File: config.mk
export PLATFORM = sky130hd
export DESIGN_NAME = sptfl_cell
export DESIGN_NICKNAME = d
export VERILOG_FILES = /design/src/rtl/sptfl_pkg.sv /design/src/rtl/sptfl_cell.sv
export SDC_FILE = /design/constraint.sdc
export NUM_CORES = 1
export LEC_CHECK = 0
export CORE_MARGIN = 2
export CORE_UTILIZATION = 51
export DETAILED_ROUTE_END_ITERATION = 10
export DONT_BUFFER_PORTS = 1
export PLACE_DENSITY = 0.66
export SLEW_MARGIN = 20
export SYNTH_ARGS = -nofsm -noshare
export SYNTH_HDL_FRONTEND = slang
export SYNTH_SLANG_ARGS = --single-unit
export TNS_END_PERCENT = 20
File: constraint.sdc
create_clock -name clock -period 13.1 [get_ports clock]
set_input_delay 0.655 -clock clock [delete_from_list [all_inputs] [get_ports clock]]
set_output_delay 0.655 -clock clock [all_outputs]
set_load 0.05 [all_outputs]
File: src/rtl/sptfl_pkg.sv
// Shared types and codes for the sorted pair table floor lookup core.
// No dependencies; used by sptfl_cell and sorted_pair_table_floor_lookup_core.
package sptfl_pkg;

   // Request mode codes
   localparam logic MODE_INSERT = 1'b0;
   localparam logic MODE_LOOKUP = 1'b1;

   // Control handed from the top level to one cell
   typedef struct packed {
      logic insert;         // write this cycle (insert accepted, table not full)
      logic first;          // cell sits at the head of the chain
      logic prev_occupied;  // left neighbor holds a pair
      logic prev_lt;        // left neighbor key is below the new key
   } cell_ctrl_type;

   // Compare flags returned by one cell
   typedef struct packed {
      logic lt_new;    // occupied and key below the new key
      logic le_query;  // occupied and key at or below the query
   } cell_flags_type;

endpackage

File: src/rtl/sptfl_cell.sv
// One storage cell of the sorted chain: holds a single (x, y) pair.
// Depends on sptfl_pkg for the control and flag structs.
module sptfl_cell #(
   parameter int VALUE_WIDTH = 32
) (
   input  logic                           clock,
   input  sptfl_pkg::cell_ctrl_type       ctrl,
   input  logic                           occupied,
   input  logic signed [VALUE_WIDTH-1:0]  new_x,
   input  logic signed [VALUE_WIDTH-1:0]  new_y,
   input  logic signed [VALUE_WIDTH-1:0]  query_x,
   input  logic signed [VALUE_WIDTH-1:0]  prev_key,
   input  logic signed [VALUE_WIDTH-1:0]  prev_value,
   output logic signed [VALUE_WIDTH-1:0]  key,
   output logic signed [VALUE_WIDTH-1:0]  value,
   output sptfl_pkg::cell_flags_type      flags
);

   logic signed [VALUE_WIDTH-1:0] key_ff, key_in;
   logic signed [VALUE_WIDTH-1:0] value_ff, value_in;
   logic                          take_prev;
   logic                          take_new;

   // Compare the held key against the broadcast keys
   assign flags.lt_new   = occupied && (key_ff < new_x);
   assign flags.le_query = occupied && (key_ff <= query_x);

   // Shift right when the left neighbor holds a pair that is not below the new key;
   // take the new pair at the first slot that is not below it
   assign take_prev = ctrl.insert && !ctrl.first && ctrl.prev_occupied && !ctrl.prev_lt;
   assign take_new  = ctrl.insert && !flags.lt_new && (ctrl.first || ctrl.prev_lt);

   always_comb begin
      key_in   = key_ff;
      value_in = value_ff;
      if (take_prev) begin
         key_in   = prev_key;
         value_in = prev_value;
      end else if (take_new) begin
         key_in   = new_x;
         value_in = new_y;
      end
   end

   // Hold or load the pair
   always_ff @(posedge clock) begin
      key_ff   <= key_in;
      value_ff <= value_in;
   end

   assign key   = key_ff;
   assign value = value_ff;

endmodule

# After elaboration in Yosys (flattened, before gate mapping)
# Index checks and enable logic that the tools add are counted.
[totals] latch_bits=0 elab_cells=20 inputBits=166 regBits=64 output_inout_bits=66 romBits=0 ramBits=0 n_memories=0
[classes] n_shift=0 magnitude_cmp=2 n_eq_ne=0 n_div=0 bitwise_logic=0 reduce_logical=12 n_addsub=0 n_mux=4 n_mul=0
[ops] op="32-bit 2-to-1 mux" n=4
[ops] op="32-bit less-or-equal comparator" n=1
[ops] op="32-bit < comparator" n=1
[ops] op="1-bit logical AND" n=7
[ops] op="1-bit logical NOT" n=3
[ops] op="2-bit nonzero test" n=1
[ops] op="1-bit logical OR" n=1

# Longest topological paths before layout
# Gate-level depths: netlist (run 1).
[logic_depth] ltp_word=7 mapped_depth=8 depth_no_buf=8

# Worst setup path before layout (run 1)
# OpenSTA, ideal clock, no wires.
[synth_timing] kind="register to register" startpoint="register key_ff[30], in the netlist key[30]" endpoint="register key_ff[0], in the netlist key[0] (enable)" path_stages_with_launch=8 setup_ns=0.565 n_path_buf=0 synth_period_minus_slack_ns=6.721 t_arrival_ns=6.156 path_slack_ns=6.379 required_ns=12.535 cell_sequence="edfxtp_1 > ha_1 > a21oi_1 > nand2_1 > a221oi_1 > o211ai_1 > nor3b_1 > nor3_1"
[synth_between] elab_chain_len=6
[synth_rtl] element="start: declaration" line="sptfl_cell.sv:19" source="logic signed [VALUE_WIDTH-1:0] key_ff, key_in;"
[synth_rtl] element="start signal: assignment" line="sptfl_cell.sv:47" source="key_ff <= key_in;"
[synth_rtl] element="32-bit < comparator" line="sptfl_cell.sv:25" source="assign flags.lt_new = occupied && (key_ff < new_x);"
[synth_rtl] element="1-bit logical AND" line="sptfl_cell.sv:25"
[synth_rtl] element="1-bit logical NOT" line="sptfl_cell.sv:31" source="assign take_new = ctrl.insert && !flags.lt_new && (ctrl.first || ctrl.prev_lt);"
[synth_rtl] element="1-bit logical AND (2 in series)" line="sptfl_cell.sv:31"
[synth_rtl] element="2-bit nonzero test (no source line)"
# Every way passes these cells.
# A chain may end at the register's enable or synchronous reset.

==> results of run 1 <==
## routing by layer
metal / vias to the layer above / GRT usage [%]
met5: - / 0
li1: 1467 / -
met1: 1390 / 23.87
met4: 0 / 7.500
met2: 151 / 38.23
met3: 18 / 7.747
## kinds of logic after synthesis
family	synth area share (%)
compound gates	11.68
fa+ha+maj	18.39
buf+inv	6.569
mux	9.139
simple gates	9.372
flops	44.85
## power breakdown
group | switching [uW] | internal (uW) | total [uW]
combinational | 51.9 | 36.0 | 88.0
clock | 87.1 | 89.6 | 177
sequential | 71.3 | 250 | 321
## synth_stat cells, types with 2 or more instances
cell type | instances | area, um2
a211o_1 | 2 | 17.52
a21oi_1 | 26 | 130.1
clkbuf_1 | 7 | 26.28
buf_2 | 3 | 15.01
nor3_1 | 3 | 15.01
nor2_1 | 7 | 26.28
and4_1 | 2 | 17.52
a21o_1 | 3 | 22.52
o21ai_1 | 2 | 10.01
a2111oi_2 | 2 | 30.03
nand2_1 | 47 | 176.4
ha_1 | 63 | 788.3
o21ai_0 | 36 | 180.2
edfxtp_1 | 64 | 1922
a211oi_1 | 3 | 22.52
mux2i_1 | 2 | 20.02
nand4_1 | 12 | 75.07
mux2_2 | 33 | 371.6
nand3_1 | 5 | 25.02
inv_1 | 64 | 240.2
## worst reg2reg max path, delay by kind of cell, from the launching register on
family | cells | cell delay [ns]
adder cells (fa/ha/maj) | 1 | 0.37
AND/OR/NAND/NOR | 3 | 0.43
buffers and inverters | 1 | 0.47
flip-flops | 1 | 0.71
AO/OA/AOI/OAI | 3 | 0.73
## registers in the layout (all words and copies together), names as in the netlist
signal,flops
key,32
value,32
## through the flow
step	cells	power, uW
after floorplan	403	390.2
after global placement	503	410.8
after detailed placement	503	414.6
after CTS	519	592.4
after global routing	519	613.8
final	519	585.9
## worst min path at each step
stage,to,cells after the start
floorplan,key[10],2
global placement,key[21],2
detailed placement,key[2],2
CTS,key[2],2
global route,key[1],2
finish,key[21],2
## cells in the final DEF, fill, tap and decap left out, drive strengths merged, types with 2 or more instances in the layout
cell,count
a2111oi,2
a211o,2
a211oi,3
a21o,3
a21oi,26
and4,2
buf,5
clkbuf,9
clkinvlp,2
edfxtp,64
ha,63
inv,67
mux2,33
mux2i,2
nand2,47
nand3,5
nand4,12
nor2,7
nor3,4
o211ai,2
o21ai,38
## layout make-up
cell class	count	area (um2)	share of cell area [%]
sequential	64	1922	41.56
inverter	64	240.2	5.195
tap	105	131.4	2.841
multi-input combinational	265	2093	45.27
clock buffer	9	123.9	2.679
timing repair buffer	5	37.54	0.8117
clock inverter	7	76.32	1.650
==> metrics.csv, run 1 <==
stage,metric,value,unit
detailed_routing,wl_met1,3810,um
floorplan,rows,33,
setup_path,worstPathCellList,"ha_1, a211o_1, a31oi_1, o221ai_1, a211o_1, a21oi_1, mux2i_1, buf_4",
timing,tightest_slew,0.9141,ns
synthesis,synth-seq-area-share,44.85,%
setup_path,crit_path_end,flags[1],
detailed_routing,viasPerCell,5.830,
grt,antenna_found_initial,0,
timing,maxClockFrequency,0.2777,GHz
detailed_routing,drc,0,
cts,holdBufCountCts,0,
timing,hold_viol_final,0,
synthesis,synthCells,403,
placed_design,pre_cts_ws,9.858,ns
grt,grt_pass1_vias,3063,
detailed_routing,ant_nets,0,
cells_and_area,num-fill-cells,725,
timing,slew_violations,0,
power_and_ir_drop,ir_worst_vdd,0.07658,mV
timing,final.setup.tns,0,ns
timing,fin_crit_sh,27.49,%
floorplan,die-area,9152,um2
timing,rsz0062_at_grt,no,
setup_path,reg2reg_depth,8,
setup_path,r2r-end,key[10],
setup_path,path_common_cell,a211o_1,
grt,grt_max_degree,96,
placed_design,port-buffer-count,0,
detailed_routing,first_pass_iters,4,
detailed_routing,highest_layer,met4,
cts,cts_buffers,9,
floorplan,coreArea,8175,um2
setup_path,critical-path-max-stage-delay,0.70,ns
timing,final-setup-viol-count,0,
detailed_routing,met3_length,870,um
timing,worst_hold_slack,0.5046,ns
setup_path,required,12.44,ns
cells_and_area,antennaDiodeCount,0,
cts,cts_buffer_depth,2,
synthesis,synthDistinctLibCells,37,
setup_path,cp.arrival,2.95,ns
detailed_routing,routedWlPerCell,19.44,um
timing,period_minus_slack,3.601,ns
setup_path,crit_type,reg2out,
power_and_ir_drop,power_density,126.7,nW/um2
cts,clock_tree.root_cell,clkbuf_8,
cts,path_clk_slew,0.08,ns
synthesis,synthesis.area,4285,um2
cells_and_area,stdcell_area,4624,um2
synthesis,syn_nets,632,
floorplan,io_pins,232,
cts,clk_latency,0.34,ns
detailed_routing,vias,3026,
grt,grt_util_all_layers,21.61,%
placed_design,dpl.hpwl,8023,um
setup_path,cp.buffers_inverters,1,
synthesis,avgSynthCellArea,10.63,um2
run,max-cap-violations,0,
min_path,hold_class,in2reg,
timing,slew-limit-headroom,39.06,%
cts,cts_post_setup_buffers_inserted,0,
synthesis,async_reset_ff_share,0,%
placed_design,gp_congestion,0.7831,
cts,cts_resized,0,
cells_and_area,nets,638,
setup_path,r2r-start,key[30],
timing,setup_ws,9.499,ns
synthesis,synth_ff_type,edfxtp_1,
detailed_routing,drt_wl_total,10090,um
floorplan,start_util,52.42,%
cts,cts_sinks,64,
synthesis,synth_edf_count,64,
outcome,status,completed,
cts,h-tree-depth,3,
floorplan,die_y,95.67,um
detailed_routing,drt_iter0_drc,138,
synthesis,yosys_warnings,0,
synthesis,synth_seq_cells,64,
setup_path,critPathMaxFanout,3,
cells_and_area,area_growth,7.913,%
setup_path,slowest_stage,edfxtp_1,
placed_design,dpl-instance-area,4424,um2
setup_path,setup.worst_path.end_class,output pin,
setup_path,startpoint,key[2],
cells_and_area,utilization,56.57,%
setup_path,start_kind,flip-flop,
timing,finClkSkew,0.01172,ns
setup_path,reg2reg_slack,10.03,ns
grt,grt_pass1_wl,14860,um
floorplan,die_x,95.67,um
cells_and_area,drive_gt1_share,14.73,%
setup_path,worst-path-stages,8,
setup_path,cp_top_family,compound AO/OA/AOI/OAI gates,
grt,grt_overflow,0,
power_and_ir_drop,p_leak,0.001971,uW
min_path,hp-start,prev_key[21],
cts,cts_tree,built,
detailed_routing,wl_met2,5183,um
Note: power is estimated with default switching activity, not from simulation.
==> run 2: changes to the inputs <==
--- a/config.mk
+++ b/config.mk
@@ -9,7 +9,7 @@
 export CORE_UTILIZATION = 51
 export DETAILED_ROUTE_END_ITERATION = 10
 export DONT_BUFFER_PORTS = 1
-export PLACE_DENSITY = 0.66
+export PLACE_DENSITY = 0.69
 export SLEW_MARGIN = 20
 export SYNTH_ARGS = -nofsm -noshare
 export SYNTH_HDL_FRONTEND = slang
==> constraint.sdc (replaced) <==
create_clock -name clock -period 3 [get_ports clock]
set_input_delay 0.15 -clock clock [delete_from_list [all_inputs] [get_ports clock]]
set_output_delay 0.15 -clock clock [all_outputs]
set_load 0.05 [all_outputs]
==> run 2 against run 1 <==
  * Worst setup slack got worse by 9.4 ns
  * Via count increased by 7.6%
  * Register-to-register slack got worse by 9.8 ns
  * Core utilization increased by 5.5 points
  * Largest cell class unchanged
  * Final area increased by 9.7%
  * Non-clock buffer count increased by 46
  * Sequential share of layout area decreased by 3.7 points
==> metrics.csv, run 2 (synthesized netlist as in run 1, its figures left out) <==
stage,metric,value,unit,change
floorplan,start_util,52.42,%,unchanged
cts,path_clk_slew,0.08,ns,about the same
outcome,status,completed,,unchanged
timing,slew_violations,0,,unchanged
setup_path,critical-path-max-stage-delay,0.42,ns,was 0.70 ns
timing,period_minus_slack,2.937,ns,
cts,clock_tree.root_cell,clkbuf_8,,unchanged
floorplan,die-area,9152,um2,unchanged
cts,cts_buffers,9,,unchanged
floorplan,rows,33,,unchanged
timing,slew-limit-headroom,43.31,%,was 39.06%
setup_path,cp.arrival,2.79,ns,was 2.95 ns
power_and_ir_drop,ir_worst_vdd,0.3119,mV,was 0.07658 mV
power_and_ir_drop,p_leak,0.002204,uW,was 0.001971 uW
timing,fin_crit_sh,97.89,%,
grt,grt_pass1_vias,3300,,"was 3,063"
cells_and_area,final_cell_mix,"inv_1 (64), edfxtp_1 (64), ha_1 (59)",,"was inv_1 (64), edfxtp_1 (64), ha_1 (63)"
timing,maxClockFrequency,0.3405,GHz,
detailed_routing,first_pass_iters,5,,was 4
power_and_ir_drop,p_seq_share,49.6,%,was 54.8%
grt,grt_max_degree,89,,was 96
cells_and_area,num-fill-cells,700,,was 725
cts,cts_sinks,64,,unchanged
cells_and_area,regArea,1922,um2,unchanged
cells_and_area,multiInputGateArea,2186,um2,was 2093 um2
timing,hold_viol_final,0,,unchanged
grt,grt_util_all_layers,23.10,%,was 21.61%
placed_design,pre_cts_ws,0.1011,ns,was 9.858 ns
setup_path,setup.worst_path.end_class,output pin,,unchanged
floorplan,die_y,95.67,um,unchanged
placed_design,gp_congestion,0.7928,,was 0.7831
cts,clk_latency,0.34,ns,about the same
min_path,hold_class,in2reg,,unchanged
cells_and_area,nets,684,,was 638
timing,rsz0062_at_grt,yes,,was no
detailed_routing,drt_iter0_drc,84,,was 138
power_and_ir_drop,netSwitchingPower,918.5,uW,was 210.4 uW
floorplan,die_x,95.67,um,unchanged
setup_path,slowest_stage,edfxtp_1,,unchanged
setup_path,cp_top_family,compound AO/OA/AOI/OAI gates,,unchanged
cts,cts_tree,built,,unchanged
timing,finClkSkew,0.01075,ns,was 0.01172 ns
detailed_routing,vias,3255,,"was 3,026"
placed_design,dpl.hpwl,8634,um,was 8023 um
grt,grt_pass1_wl,15640,um,"was 14,860 um"
detailed_routing,drc,0,,unchanged
run,max-cap-violations,0,,unchanged
setup_path,worstPathCellList,"buf_6, ha_1, nor2b_4, o211ai_2, a21oi_1, o311a_1, a2111oi_4, mux2i_1, buf_4",,"was ha_1, a211o_1, a31oi_1, o221ai_1, a211o_1, a21oi_1, mux2i_1, buf_4"
power_and_ir_drop,power_density,500.7,nW/um2,was 126.7 nW/um2
cts,cts_buffer_depth,2,,unchanged
cells_and_area,drive_gt1_share,22.39,%,was 14.73%
cells_and_area,area_growth,18.39,%,was 7.913%
timing,final.setup.tns,0,ns,unchanged
power_and_ir_drop,clkPwrFrac,25.7,%,was 30.2%
setup_path,critPathMaxFanout,2,,was 3
grt,antenna_found_initial,0,,unchanged
timing,tightest_slew,0.8503,ns,was 0.9141 ns
detailed_routing,ant_nets,0,,unchanged
setup_path,cp.buffers_inverters,2,,was 1
cells_and_area,utilization,62.06,%,was 56.57%
setup_path,start_kind,flip-flop,,unchanged
power_and_ir_drop,power_frac_comb,24.6,%,was 15.0%
grt,grt_overflow,0,,unchanged
power_and_ir_drop,p_int,1622,uW,was 375.5 uW
floorplan,io_pins,232,,unchanged
detailed_routing,routedWlPerCell,19.05,um,was 19.44 um
setup_path,crit_type,reg2out,,unchanged
timing,setup_ws,0.06330,ns,was 9.499 ns
setup_path,required,2.85,ns,was 12.44 ns
power_and_ir_drop,p_total,2540,uW,was 585.9 uW
cells_and_area,antennaDiodeCount,0,,unchanged
timing,final-setup-viol-count,0,,unchanged
placed_design,port-buffer-count,0,,unchanged
floorplan,coreArea,8175,um2,unchanged
cts,h-tree-depth,3,,unchanged
detailed_routing,viasPerCell,5.761,,was 5.830
power_and_ir_drop,switching_share,36.15,%,was 35.90%
detailed_routing,drt_wl_total,10760,um,"was 10,090 um"
[run 2: layer usage]
layer	routed length (um)	vias up	GRT usage [%]
li1	-	1561	-
met1	3864	1508	23.93
met2	5533	164	41.03
met3	1055	22	8.538
met4	309	0	11.07
met5	0	-	0
[run 2: path summary, 6_finish.rpt]
path | from | endpoint | slack, ns | cells after the start
setup / recovery | key[1] | flags[0] | 0.06 | 9
hold / removal | prev_key[22] | key[22] | 0.01 | 2
setup reg to reg | key[2] | key[27] | 0.28 | 8
hold reg to reg | key[31] | key[17] | 1.38 | 6
[run 2: final cells by class]
cell class / count / share of cell area (%)
multi-input combinational: 265 / 43.08
timing repair buffer: 51 / 8.360
sequential: 64 / 37.88
clock inverter: 7 / 0.9125
inverter: 64 / 4.735
clock buffer: 9 / 2.441
tap: 105 / 2.589
[run 2: worst reg2reg max path: stages (launching register included)]
cell       delay (ns)
edfxtp_1         0.41
ha_1             0.31
a211o_1          0.29
a31oi_1          0.17
o221ai_1         0.15
a211o_1          0.33
a2111oi_2        0.43
nor3_4           0.10
buf_12           0.22
[run 2: repair_timing]
item                                    in CTS  in global routing
resized for setup                            0                  4
buffers inserted                             0                  2
endpoints found under the setup margin       0                 52
hold buffers                                 9                  1
endpoints found under the hold margin        9                  1
[run 2: power by group through the flow]
stage,Combinational [uW],Sequential [uW],Clock (uW)
final,626,1260,654
after global routing,689,1270,706
after CTS,624,1260,676
after detailed placement,611,1280,0
after global placement,591,1280,0
after floorplan,307,1400,0
[run 2: stage by stage]
step,instance area (um2),instances,hold slack [ns]
floorplan,4362,403,0.3371
global placement,4763,537,0.3450
detailed placement,4763,537,0.3478
CTS,5024,562,0.002928
global route,5074,565,0.004560
finish,5074,565,0.01339
